**src/rtl/mrr_pkg.sv**
```systemverilog
`timescale 1ns / 1ps
// ----------------------------------------------------------------------------
// mrr_pkg: shared types and constants of the motion record and replay unit
// Mode codes, motor action and event codes, register indexes, reset values
// and the controller to datapath command struct.
// ----------------------------------------------------------------------------
package mrr_pkg;

  // item modes
  localparam logic [2:0] MODE_TICK      = 3'd0;
  localparam logic [2:0] MODE_DRIVE     = 3'd1;
  localparam logic [2:0] MODE_REC_START = 3'd2;
  localparam logic [2:0] MODE_REC_STOP  = 3'd3;
  localparam logic [2:0] MODE_PLAY      = 3'd4;

  // motor actions
  localparam logic [1:0] ACT_NONE = 2'd0;
  localparam logic [1:0] ACT_EXEC = 2'd1;
  localparam logic [1:0] ACT_STOP = 2'd2;

  // events
  localparam logic [1:0] EVT_NONE        = 2'd0;
  localparam logic [1:0] EVT_REC_STOPPED = 2'd1;
  localparam logic [1:0] EVT_PLAY_DONE   = 2'd2;

  // register indexes
  localparam logic [1:0] CFG_GAP_MS       = 2'd0;
  localparam logic [1:0] CFG_REPLAY_SPEED = 2'd1;
  localparam logic [1:0] CFG_MIN_STEP_MS  = 2'd2;

  localparam int unsigned CFG_IDX_W  = 2;
  localparam int unsigned CFG_DATA_W = 16;

  // reset values
  localparam logic [15:0] GAP_MS_RST       = 16'd200;
  localparam logic [7:0]  REPLAY_SPEED_RST = 8'd130;
  localparam logic [15:0] MIN_STEP_MS_RST  = 16'd50;

  localparam logic [7:0] IDLE_CODE = 8'd68;  // 'D'

  typedef enum logic [0:0] {
    ST_IDLE,
    ST_EXEC
  } state_e;

  typedef struct packed {
    logic capture;  // latch item fields and read the step store
    logic execute;  // update state, write store, register result
  } dp_cmd_t;

endpackage

```
**src/rtl/mrr_ctrl.sv**
```systemverilog
`timescale 1ns / 1ps
// ----------------------------------------------------------------------------
// mrr_ctrl: sequencing controller
// Two-state machine: accepts an item, runs the execute state in the
// datapath and raises the result strobe in the cycle after.
// ----------------------------------------------------------------------------
module mrr_ctrl (
  input  logic             clk_i,
  input  logic             rst_ni,
  input  logic             start,
  output logic             busy,
  output logic             result_valid_o,
  output mrr_pkg::dp_cmd_t cmd_o
);
  import mrr_pkg::*;

  state_e state_q, state_d;
  logic   valid_q;

  always_comb begin
    state_d = state_q;
    case (state_q)
      ST_IDLE: begin
        if (start) state_d = ST_EXEC;
      end
      ST_EXEC: state_d = ST_IDLE;
      default: state_d = ST_IDLE;
    endcase
  end

  always_comb begin
    cmd_o = '0;
    busy  = 1'b0;
    case (state_q)
      ST_IDLE: cmd_o.capture = start;
      ST_EXEC: begin
        cmd_o.execute = 1'b1;
        busy          = 1'b1;
      end
      default: busy = 1'b0;
    endcase
  end

  always_ff @(posedge clk_i or negedge rst_ni) begin
    if (!rst_ni) begin
      state_q <= ST_IDLE;
      valid_q <= 1'b0;
    end else begin
      state_q <= state_d;
      valid_q <= cmd_o.execute;
    end
  end

  assign result_valid_o = valid_q;

  a_accept_busy: assert property (@(posedge clk_i) disable iff (!rst_ni)
    (start && !busy) |=> (busy && !result_valid_o))
    else $error("accepted item did not enter execute");

  a_exec_result: assert property (@(posedge clk_i) disable iff (!rst_ni)
    busy |=> (result_valid_o && !busy))
    else $error("execute cycle not followed by result strobe");

endmodule

```
**src/rtl/mrr_datapath.sv**
```systemverilog
`timescale 1ns / 1ps
// ----------------------------------------------------------------------------
// mrr_datapath: recorder and replay datapath
// Holds the config registers, the step store, the recorder and playback
// state, and the result registers.
// ----------------------------------------------------------------------------
module mrr_datapath #(
  parameter int unsigned STEP_DEPTH = 64
) (
  input  logic                                    clk_i,
  input  logic                                    rst_ni,
  input  mrr_pkg::dp_cmd_t                        cmd_i,
  input  logic                                    cfg_we_i,
  input  logic [mrr_pkg::CFG_IDX_W-1:0]           cfg_idx_i,
  input  logic [mrr_pkg::CFG_DATA_W-1:0]          cfg_wdata_i,
  input  logic [2:0]                              mode_i,
  input  logic [7:0]                              drive_code_i,
  input  logic [7:0]                              drive_speed_i,
  input  logic [31:0]                             now_ms_i,
  output logic [1:0]                              motor_action_o,
  output logic [7:0]                              motor_code_o,
  output logic [7:0]                              motor_speed_o,
  output logic [1:0]                              event_res_o,
  output logic [$clog2(STEP_DEPTH+1)-1:0]         steps_stored_o,
  output logic                                    recording_on_o,
  output logic                                    playback_on_o
);
  import mrr_pkg::*;

  localparam int unsigned CW = $clog2(STEP_DEPTH + 1);
  localparam int unsigned AW = (STEP_DEPTH > 1) ? $clog2(STEP_DEPTH) : 1;
  localparam logic [CW-1:0] DEPTH_C = CW'(STEP_DEPTH);

  // config
  logic [15:0] cfg_gap_q, cfg_min_step_q;
  logic [7:0]  cfg_speed_q;

  always_ff @(posedge clk_i or negedge rst_ni) begin
    if (!rst_ni) begin
      cfg_gap_q      <= GAP_MS_RST;
      cfg_speed_q    <= REPLAY_SPEED_RST;
      cfg_min_step_q <= MIN_STEP_MS_RST;
    end else if (cfg_we_i) begin
      case (cfg_idx_i)
        CFG_GAP_MS:       cfg_gap_q      <= cfg_wdata_i;
        CFG_REPLAY_SPEED: cfg_speed_q    <= cfg_wdata_i[7:0];
        CFG_MIN_STEP_MS:  cfg_min_step_q <= cfg_wdata_i;
        default: ;
      endcase
    end
  end

  // step store: {code, duration}
  logic [39:0]   step_mem [STEP_DEPTH];
  logic [AW-1:0] rd_addr, wr_addr;
  logic [39:0]   wr_data;
  logic          mem_we;

  // latched item and store read data
  logic [2:0]  mode_q;
  logic [7:0]  code_q, speed_q, rd_code_q;
  logic [31:0] now_q, rd_dur_q;

  // recorder and playback state
  logic [CW-1:0] count_q, count_d, ridx_q, ridx_d;
  logic [7:0]    prev_code_q, prev_code_d;
  logic [31:0]   cmd_start_q, cmd_start_d;
  logic [31:0]   step_start_q, step_start_d;
  logic [31:0]   gap_start_q, gap_start_d;
  logic          rec_q, rec_d, play_q, play_d, in_gap_q, in_gap_d;

  // result
  logic [1:0] act_d, act_q, evt_d, evt_q;
  logic [7:0] mcode_d, mcode_q, mspeed_d, mspeed_q;

  logic [31:0] gap_el, step_el, cmd_el;
  logic        close_ok;

  // playback start always reads entry zero
  assign rd_addr = (mode_i == MODE_PLAY) ? '0 : ridx_q[AW-1:0];
  assign wr_addr = count_q[AW-1:0];

  always_ff @(posedge clk_i) begin
    if (cmd_i.capture) begin
      mode_q               <= mode_i;
      code_q               <= drive_code_i;
      speed_q              <= drive_speed_i;
      now_q                <= now_ms_i;
      {rd_code_q, rd_dur_q} <= step_mem[rd_addr];
    end
    if (mem_we) step_mem[wr_addr] <= wr_data;
  end

  assign gap_el  = now_q - gap_start_q;
  assign step_el = now_q - step_start_q;
  assign cmd_el  = now_q - cmd_start_q;
  assign wr_data = {prev_code_q, cmd_el};

  // closing a pending step: non-idle, room left, long enough
  assign close_ok = (prev_code_q != IDLE_CODE) && (count_q != DEPTH_C) &&
                    (cmd_el >= {16'd0, cfg_min_step_q});

  always_comb begin
    count_d      = count_q;
    ridx_d       = ridx_q;
    prev_code_d  = prev_code_q;
    cmd_start_d  = cmd_start_q;
    step_start_d = step_start_q;
    gap_start_d  = gap_start_q;
    rec_d        = rec_q;
    play_d       = play_q;
    in_gap_d     = in_gap_q;
    act_d        = ACT_NONE;
    evt_d        = EVT_NONE;
    mcode_d      = 8'd0;
    mspeed_d     = 8'd0;
    mem_we       = 1'b0;
    case (mode_q)
      MODE_TICK: begin
        if (play_q) begin
          if (in_gap_q) begin
            if (gap_el >= {16'd0, cfg_gap_q}) begin
              in_gap_d = 1'b0;
              if (ridx_q >= count_q) begin
                play_d = 1'b0;
                act_d  = ACT_STOP;
                evt_d  = EVT_PLAY_DONE;
              end else begin
                step_start_d = now_q;
                act_d        = ACT_EXEC;
                mcode_d      = rd_code_q;
                mspeed_d     = cfg_speed_q;
              end
            end
          end else if (step_el >= rd_dur_q) begin
            act_d       = ACT_STOP;
            ridx_d      = ridx_q + 1'b1;
            gap_start_d = now_q;
            in_gap_d    = 1'b1;
          end
        end
      end
      MODE_DRIVE: begin
        act_d   = ACT_EXEC;
        mcode_d = code_q;
        if (rec_q && (code_q != prev_code_q)) begin
          if (close_ok) begin
            mem_we  = cmd_i.execute;
            count_d = count_q + 1'b1;
          end
          prev_code_d = code_q;
          cmd_start_d = now_q;
          mspeed_d    = cfg_speed_q;
        end else begin
          mspeed_d = speed_q;
        end
      end
      MODE_REC_START: begin
        count_d     = '0;
        rec_d       = 1'b1;
        prev_code_d = IDLE_CODE;
        cmd_start_d = now_q;
      end
      MODE_REC_STOP: begin
        if (close_ok) begin
          mem_we  = cmd_i.execute;
          count_d = count_q + 1'b1;
        end
        rec_d = 1'b0;
        act_d = ACT_STOP;
        evt_d = EVT_REC_STOPPED;
      end
      MODE_PLAY: begin
        if (count_q != '0) begin
          play_d       = 1'b1;
          ridx_d       = '0;
          in_gap_d     = 1'b0;
          gap_start_d  = 32'd0;
          step_start_d = now_q;
          act_d        = ACT_EXEC;
          mcode_d      = rd_code_q;
          mspeed_d     = cfg_speed_q;
        end
      end
      default: ;
    endcase
  end

  always_ff @(posedge clk_i or negedge rst_ni) begin
    if (!rst_ni) begin
      count_q      <= '0;
      ridx_q       <= '0;
      prev_code_q  <= IDLE_CODE;
      cmd_start_q  <= 32'd0;
      step_start_q <= 32'd0;
      gap_start_q  <= 32'd0;
      rec_q        <= 1'b0;
      play_q       <= 1'b0;
      in_gap_q     <= 1'b0;
    end else if (cmd_i.execute) begin
      count_q      <= count_d;
      ridx_q       <= ridx_d;
      prev_code_q  <= prev_code_d;
      cmd_start_q  <= cmd_start_d;
      step_start_q <= step_start_d;
      gap_start_q  <= gap_start_d;
      rec_q        <= rec_d;
      play_q       <= play_d;
      in_gap_q     <= in_gap_d;
    end
  end

  always_ff @(posedge clk_i) begin
    if (cmd_i.execute) begin
      act_q    <= act_d;
      evt_q    <= evt_d;
      mcode_q  <= mcode_d;
      mspeed_q <= mspeed_d;
    end
  end

  assign motor_action_o = act_q;
  assign motor_code_o   = mcode_q;
  assign motor_speed_o  = mspeed_q;
  assign event_res_o    = evt_q;
  assign steps_stored_o = count_q;
  assign recording_on_o = rec_q;
  assign playback_on_o  = play_q;

  a_count_bound: assert property (@(posedge clk_i) disable iff (!rst_ni)
    count_q <= DEPTH_C)
    else $error("step count beyond store depth");

  a_count_step: assert property (@(posedge clk_i) disable iff (!rst_ni)
    (count_q != $past(count_q) && count_q != '0) |->
      (count_q == $past(count_q) + 1'b1 && $past(mem_we)))
    else $error("step count grew without a store write");

endmodule

```
**src/rtl/motion_record_and_replay_unit.sv**
```systemverilog
`timescale 1ns / 1ps
// ----------------------------------------------------------------------------
// motion_record_and_replay_unit: teach-and-repeat drive command sequencer
// Records drive command changes as timed steps and replays them on ticks
// with a stopped gap between steps.
// ----------------------------------------------------------------------------
//  channel  | handshake              | payload
//  ---------+------------------------+--------------------------------------
//  item in  | start, busy            | mode_i, drive_code_i, drive_speed_i,
//           |                        | now_ms_i
//  result   | result_valid_o strobe  | motor_action_o .. playback_on_o
//  config   | cfg_we_i, cfg_idx_i    | cfg_wdata_i (16 bit)
//
// For an item, the accept edge latches the fields and reads the
// step store, the execute cycle updates state and writes the store. The
// result strobe is high in the following cycle, when the next item may
// already be accepted. busy is high during the execute cycle only.
// Reset is asynchronous and active low; the step store is not cleared.
// The receiver cannot stall; each result is shown for one cycle.
// ----------------------------------------------------------------------------
module motion_record_and_replay_unit #(
  parameter int unsigned STEP_DEPTH = 64
) (
  input  logic                               clk_i,
  input  logic                               rst_ni,
  input  logic                               start,
  output logic                               busy,
  input  logic [2:0]                         mode_i,
  input  logic [7:0]                         drive_code_i,
  input  logic [7:0]                         drive_speed_i,
  input  logic [31:0]                        now_ms_i,
  output logic                               result_valid_o,
  output logic [1:0]                         motor_action_o,
  output logic [7:0]                         motor_code_o,
  output logic [7:0]                         motor_speed_o,
  output logic [1:0]                         event_res_o,
  output logic [$clog2(STEP_DEPTH+1)-1:0]    steps_stored_o,
  output logic                               recording_on_o,
  output logic                               playback_on_o,
  input  logic                               cfg_we_i,
  input  logic [mrr_pkg::CFG_IDX_W-1:0]      cfg_idx_i,
  input  logic [mrr_pkg::CFG_DATA_W-1:0]     cfg_wdata_i
);
  import mrr_pkg::*;

  dp_cmd_t cmd;

  mrr_ctrl u_ctrl (
    .clk_i          (clk_i),
    .rst_ni         (rst_ni),
    .start          (start),
    .busy           (busy),
    .result_valid_o (result_valid_o),
    .cmd_o          (cmd)
  );

  mrr_datapath #(
    .STEP_DEPTH (STEP_DEPTH)
  ) u_datapath (
    .clk_i          (clk_i),
    .rst_ni         (rst_ni),
    .cmd_i          (cmd),
    .cfg_we_i       (cfg_we_i),
    .cfg_idx_i      (cfg_idx_i),
    .cfg_wdata_i    (cfg_wdata_i),
    .mode_i         (mode_i),
    .drive_code_i   (drive_code_i),
    .drive_speed_i  (drive_speed_i),
    .now_ms_i       (now_ms_i),
    .motor_action_o (motor_action_o),
    .motor_code_o   (motor_code_o),
    .motor_speed_o  (motor_speed_o),
    .event_res_o    (event_res_o),
    .steps_stored_o (steps_stored_o),
    .recording_on_o (recording_on_o),
    .playback_on_o  (playback_on_o)
  );

endmodule
```
**config.mk**
```make
export PLATFORM = sky130hd
export DESIGN_NAME = motion_record_and_replay_unit
export DESIGN_NICKNAME = d
export VERILOG_FILES = /design/src/rtl/mrr_pkg.sv /design/src/rtl/mrr_ctrl.sv /design/src/rtl/mrr_datapath.sv /design/src/rtl/motion_record_and_replay_unit.sv
export SDC_FILE = /design/constraint.sdc
export NUM_CORES = 2
export LEC_CHECK = 0
export ABC_AREA = 1
export ABC_CLOCK_PERIOD_IN_PS = 9400
export BUFFER_PORTS_ARGS = -buffer_cell sky130_fd_sc_hd__buf_4
export CAP_MARGIN = 25
export CORE_MARGIN = 2
export CORE_UTILIZATION = 45
export DETAILED_ROUTE_END_ITERATION = 16
export GPL_ROUTABILITY_DRIVEN = 0
export PLACE_DENSITY = 0.62
export SYNTH_ARGS = -nofsm -noshare
export SYNTH_HDL_FRONTEND = slang
export SYNTH_SLANG_ARGS = --single-unit
```
**constraint.sdc**
```tcl
create_clock -name clk_i -period 9.4 [get_ports clk_i]
set_input_delay 1.41 -clock clk_i [delete_from_list [all_inputs] [get_ports clk_i]]
set_output_delay 1.41 -clock clk_i [all_outputs]
set_load 0.005 [all_outputs]
```
# After elaboration in Yosys (flattened, before gate mapping)
# Memories as Yosys holds them, arrays and structs flattened. A register that Yosys moved wholly into a read port is not among the register bits.
# Index checks and enable logic that the tools add are counted.
# W data, S select, Z words.
word_totals:
  reg_bits: 234
  ramBits: 2560
  input_bits: 73
  out_inout_bits: 31
  mem_count: 1
memory_table:
  columns: ["name", "depth", "width", "read_ports", "rd_clocked_by_memory_dff", "write_ports", "line", "source"]
  rows:
  - ["u_datapath.step_mem", 64, 40, 1, 1, 1, "mrr_datapath.sv:54", "logic [39:0] step_mem [STEP_DEPTH];"]
classes:
  n_addsub: 5
  order_cmp: 4
  n_eq_ne: 18
  n_mux: 71
  bitwise: 1
  n_reduce_logical: 20
op_table:
  columns: ["op", "n"]
  rows:
  - ["$mux W32", 10]
  - ["$pmux W32 S2", 3]
  - ["$mux W8", 12]
  - ["$sub A32 B32 Y32", 3]
  - ["$ge A32 B16 Y1", 2]
  - ["$pmux W8 S3", 2]
  - ["$mux W7", 6]
  - ["$ge A32 B32 Y1", 1]
  - ["$pmux W7 S3", 1]
  - ["$mux W1", 18]
  - ["$mux W2", 9]
  - ["$pmux W8 S2", 1]
  - ["$add A7 B1 Y7 const B", 2]
  - ["$pmux W7 S2", 1]
  - ["$ne A2 B1 Y1 const B", 6]
  - ["$pmux W1 S2", 5]
  - ["$reduce_and A3 Y1", 3]
  - ["$ne A8 B7 Y1 const B", 1]
  - ["$ne A8 B8 Y1", 1]
  - ["$pmux W2 S4", 1]
  - ["$reduce_and A2 Y1", 4]
  - ["$ge A7 B7 Y1", 1]
  - ["$ne A7 B7 Y1 const B", 1]
  - ["$reduce_and A7 Y1", 1]
  - ["17 further kinds", 24]

# Logic depth before layout (Yosys ltp)
logic_depth:
  depth_word: 8
  depth_mapped: 29

# Cells and area by module
# Synthesis repeated with hierarchy kept, for this count alone.
unflattened:
  cells_unflattened: 9544
  hier_area_um2: 119469.6
by_module_without_submodules:
  columns: ["mod", "n_inst", "cells_per_inst", "area_each_um2", "seq_area_each_um2"]
  rows:
  - ["mrr_datapath", 1, 9538, 119394.5, 84248.3]
  - ["mrr_ctrl", 1, 6, 75.1, 50.0]

# Worst setup path before layout
# No wires, ideal clock.
synth_timing:
  kind: "register to register"
  from: "register u_datapath.now_q[0]"
  to: "memory u_datapath.step_mem[63][0], enable pin"
  arrival_time_ns: 7.512
  slack_ns: 1.393
  path_stages_with_launch: 23
  path_buffers: 0
  synth_period_minus_slack_ns: 8.007
  path_cell_list: "edfxtp_1 -> inv_1 -> ha_1 -> inv_1 -> fa_1 -> nand3_1 -> nand3_1 -> nand3_1 -> nand2_1 -> nand2_1 -> nand2_1 -> xor2_1 -> ha_1 -> a21oi_1 -> o21ai_0 -> nor2_1 -> nand2_1 -> nor2_1 -> nand2_1 -> nor2_1 -> nand2_1 -> nand3_4 -> nor3b_1"
synth_between:
  elab_chain_len: 8
synth_lines:
  columns: ["element", "line", "source"]
  rows:
  - ["from (decl)", "mrr_datapath.sv:62", "logic [31:0] now_q, rd_dur_q;"]
  - ["from (signal assigned)", "mrr_datapath.sv:88", "now_q <= now_ms_i;"]
  - ["$sub A32 B32 Y32 *", "mrr_datapath.sv:96", "assign cmd_el = now_q - cmd_start_q;"]
  - ["named net u_datapath.cmd_el[12]", "mrr_datapath.sv:76", "logic [31:0] gap_el, step_el, cmd_el;"]
  - ["$ge A32 B16 Y1 *", "mrr_datapath.sv:101", "(cmd_el >= {16'd0, cfg_min_step_q});"]
  - ["$logic_and A1 B1 Y1 *", "mrr_datapath.sv:100", "assign close_ok = (prev_code_q != IDLE_CODE) && (count_q != DEPTH_C) &&"]
  - ["$mux W1 *", "mrr_datapath.sv:147, mrr_datapath.sv:165", null]
  - ["$mux W1", "mrr_datapath.sv:146", "if (rec_q && (code_q != prev_code_q)) begin"]
  - ["$pmux W1 S2 *", "mrr_datapath.sv:118", "case (mode_q)"]
  - ["$mux W1 *", "mrr_datapath.sv:91", "if (mem_we) step_mem[wr_addr] <= wr_data;"]
  - ["$mux W1 (implied by the code) *", "mrr_datapath.sv:91", null]
  - ["to (decl)", "mrr_datapath.sv:54", null]
# Mark *: on every way through the listed nets, which the timed path passes. The rest lies on a longest branch.

# Worst setup path after layout
layout_timing:
  from: "register u_datapath.now_q[0]"
  to: "register u_datapath.gap_start_q[16]"
layout_between:
  elab_chain_len: 4
layout_lines:
  columns: ["element", "line", "source"]
  rows:
  - ["$sub A32 B32 Y32", "mrr_datapath.sv:95", "assign step_el = now_q - step_start_q;"]
  - ["$ge A32 B32 Y1", "mrr_datapath.sv:135", "end else if (step_el >= rd_dur_q) begin"]
  - ["$ne A2 B1 Y1 (no line)", null, null]
  - ["$reduce_and A6 Y1 (no line)", null, null]
  - ["to (signal assigned)", "mrr_datapath.sv:206", "gap_start_q <= gap_start_d;"]
  - ["to (decl)", "mrr_datapath.sv:69", "logic [31:0] gap_start_q, gap_start_d;"]
# Every way passes these cells.
# A chain may end at the register's enable or synchronous reset.

==> flow_summary.yaml <==
die:
  die_h_microns: 522
  core-area_sq_um: 267000
  io_pins: 104
  start_util_pct: 45.2
  die_width_microns: 522
  rows: 190
  dieArea_sq_um: 273000
synthesis:
  synth_edf_count: 2671
  syn_area_per_cell_sq_um: 12.7
  synth-seq-cells: 2834
  synth_ff_type: "edfxtp_1"
  synth_top_area_cell: "edfxtp_1"
  yosysWarnings: 0
  synth_area_leaders: "edfxtp_1 66%, o211ai_1 6.0%, nor2_1 4.6%"
  synthesis.nets: 9724
  synthCells: 9481
  syn_area_sq_um: 121000
  synth-seq-area-share_pct: 69.8
  synth_cell_type_count: 49
  synth_top_cell_area_share_pct: 66.4
  ys_async_sr_fraction_pct: 5.75
worst_setup_path:
  slowest_stage: "a21boi_0"
  critPathMaxStageDelay_ns: 0.43
  path_max_fanout: 38
  end_kind: "flip-flop"
  cp_data_required_time_ns: 10.23
  path_class: "flip-flop to flip-flop"
  crit_path_frequent_cell: "nand3_1"
  cp.arrival_ns: 6.79
  startpoint_type: "flip-flop"
hold_path:
  hold_path_class: "primary input to async pin"
placement:
  portBuffers: 103
  dp_hpwl_microns: 183000
  dp.cells: 12700
  place_area_sq_um: 126000
grt:
  antenna_found_initial: 11
  grt_start_max_net_pins: 206
  grt_pass1_wl_microns: 484000
  grt-ovfl-total: 0
  first_global_vias: 75700
  grtUsageTotal_pct: 23.3
timing:
  fin_crit_sh_pct: 63.4
  tightestPinTransition_ns: 1.12
  fin_crit_ns: 5.96
  fin_setup_tns_ns: 0
  hold_violations: 0
  slew_viol_final: 0
  fmax_mhz: 168
  timing.max_slew.rel_slack_pct: 25.1
  rsz0062_at_grt: "false"
  skew_ns: 0.0696
  setup_viol: 0
power:
  comb_power_share_pct: 29.7
  swShare_pct: 34.3
  p_seq_share_pct: 41.4
  power_switching_mw: 13.3
  powerDensity_nw_per_um2: 287
  power_frac_clock_pct: 28.8
  p_leak_nw: 45.4
  internal_power_mw: 25.4
  worst_ir_drop_vdd_mv: 0.250
route:
  route.vias.total: 77900
  wl_met2_microns: 151000
  drt_iter0_drc: 9154
  wl_met1_microns: 138000
  drt-total-wl_microns: 324000
  route.detailed.drc: 0
  dr.pass1.iters: 6
  via_per_inst: 5.88
  wl_met3_microns: 26200
  post_drt_wl_per_cell_microns: 24.5
  topRoutingLayerUsed: "met5"
  ant_nets: 0
cells_and_area:
  fin_cells: 13200
  drive_above_1_share_pct: 15.1
  nets: 9727
  fin_area_sq_um: 135000
  syn_to_final_growth_pct: 11.9
cts:
  htreeDepth: 5
  cts_resized: 0
  clock_latency_ns: 0.95
  clk_pin_slew_ns: 0.06
  cts_tree: "yes"
  clock-root-buffer: "clkbuf_16"
  clockBufferDepth: 4
  cts_setup_buffers: 0
  cts_hold_buf: 0
  cts_sinks: 2834
  cts_buffers: 307
outcome:
  outcome: "completed"
flow_run:
  maxCapViolCount: 0
[cell usage after synthesis, drive strengths merged (13+ instances only)]
| master | count |
|---|---|
| edfxtp | 2671 |
| nor2 | 1495 |
| o211ai | 963 |
| nand2 | 686 |
| or2 | 641 |
| inv | 470 |
| clkbuf | 438 |
| nand3 | 401 |
| o311ai | 321 |
| o31ai | 320 |
| o21ai | 177 |
| ha | 167 |
| buf | 163 |
| dfrtp | 153 |
| a21oi | 141 |
| nor3 | 96 |
| xor2 | 57 |
| nand4 | 22 |
| o21bai | 16 |
| xnor2 | 13 |
[cell usage in the layout, fill, tap and decap left out, types with 8 or more instances in the layout]
master / n
o311ai_0: 321
bufinv_16: 12
o22ai_1: 8
dfrtp_1: 147
o21ai_0: 170
o211ai_1: 963
nand2_1: 666
clkbuf_16: 315
buf_12: 26
nor3_1: 32
a21oi_1: 138
nand2_2: 14
clkbuf_1: 67
xor2_4: 14
nand3_1: 394
ha_1: 167
or2_2: 641
xnor2_1: 12
clkinv_2: 40
inv_1: 461
a31oi_1: 11
nand4_1: 22
xor2_1: 43
nor3_2: 64
clkinv_1: 66
buf_4: 265
o31ai_1: 320
o21bai_1: 16
dfstp_2: 10
nor2_1: 1486
edfxtp_1: 2671
[sequential cells by signal (all words and copies together) (netlist names), 16 cells and up]
signal / flops
u_datapath.cfg_gap_q: 16
u_datapath.cfg_min_step_q: 16
u_datapath.cmd_start_q: 32
u_datapath.gap_start_q: 32
u_datapath.now_q: 32
u_datapath.rd_dur_q: 32
u_datapath.step_mem: 2560
u_datapath.step_start_q: 32
[critical path, delay by kind of cell, from the launching register on]
family,cells,cell delay [ns]
AO/OA/AOI/OAI,8,1.97
AND/OR/NAND/NOR,10,1.38
flip-flops,1,0.41
adder cells (fa/ha/maj),3,0.87
buffers and inverters,5,1.04
XOR/XNOR,1,0.17
[power by group through the flow]
stage / registers [mW] / logic (mW) / clock network [mW]
after CTS: 16.0 / 11.4 / 11.3
after floorplan: 16.4 / 7.15 / 0
after global placement: 16.3 / 11.1 / 0
after detailed placement: 16.3 / 11.4 / 0
after global routing: 16.1 / 12.6 / 11.8
final: 16.0 / 11.5 / 11.2
[per-layer routing]
metal  vias up  global-route usage (%)
met5         -                       0
li1      35200                       -
met2      3048                    37.0
met1     39100                    32.9
met3       581                    4.11
met4         4                    7.04
[cell type report]
type / instances / area [sq um]
fillers: 22600 / 132000
flip-flops and latches: 2834 / 84300
multi-input cells: 5576 / 32900
clock buffers: 385 / 8180
well taps: 3552 / 4440
repair buffers: 295 / 2570
inverters: 470 / 1780
clock inverters: 130 / 923
diodes: 4 / 10.0
[metrics by stage]
step	hold WS, ns	util (%)	setup WS [ns]	total power, mW
floorplan	0.448	-	1.39	23.6
finish	0.403	50.5	3.44	38.7
global route	0.383	50.5	2.97	40.5
CTS	0.485	50.5	3.16	38.8
global placement	0.465	47.1	2.54	27.4
detailed placement	0.472	47.1	3.16	27.7
[cell families (layout without fill, tap and decap cells)]
family          after synthesis  in the layout  share of synthesized area (%)
simple gates               3351           3351                           12.4
flops                      2834           2834                           69.8
compound gates             1984           1984                           12.0
buf+inv                    1071           1280                           3.53
fa+ha+maj                   170            170                           1.78
xor+xnor                     70             70                          0.508
mux                           1              1                        0.00932
other cells                   0              4                              0
[final timing paths]
kind | from | end | slack, ns | cells after the start
worst max-delay path | u_datapath.now_q[0]$_DFFE_PP_ | u_datapath.gap_start_q[16]$_DFFE_PN0P_ | 3.44 | 27
worst min-delay path | rst_ni | u_datapath.cfg_gap_q[12]$_DFFE_PN0P_ | 0.40 | 1
worst max register to register | u_datapath.now_q[0]$_DFFE_PP_ | u_datapath.gap_start_q[16]$_DFFE_PN0P_ | 3.44 | 27
worst min register to register | u_datapath.cfg_gap_q[14]$_DFFE_PN0P_ | u_datapath.cfg_gap_q[14]$_DFFE_PN0P_ | 0.49 | 2
max in group asynchronous | rst_ni | u_datapath.cmd_start_q[25]$_DFFE_PN0P_ | 7.53 | 3
min in group clk_i | u_datapath.cfg_gap_q[14]$_DFFE_PN0P_ | u_datapath.cfg_gap_q[14]$_DFFE_PN0P_ | 0.49 | 2
Note: power is estimated with default switching activity, not from simulation.
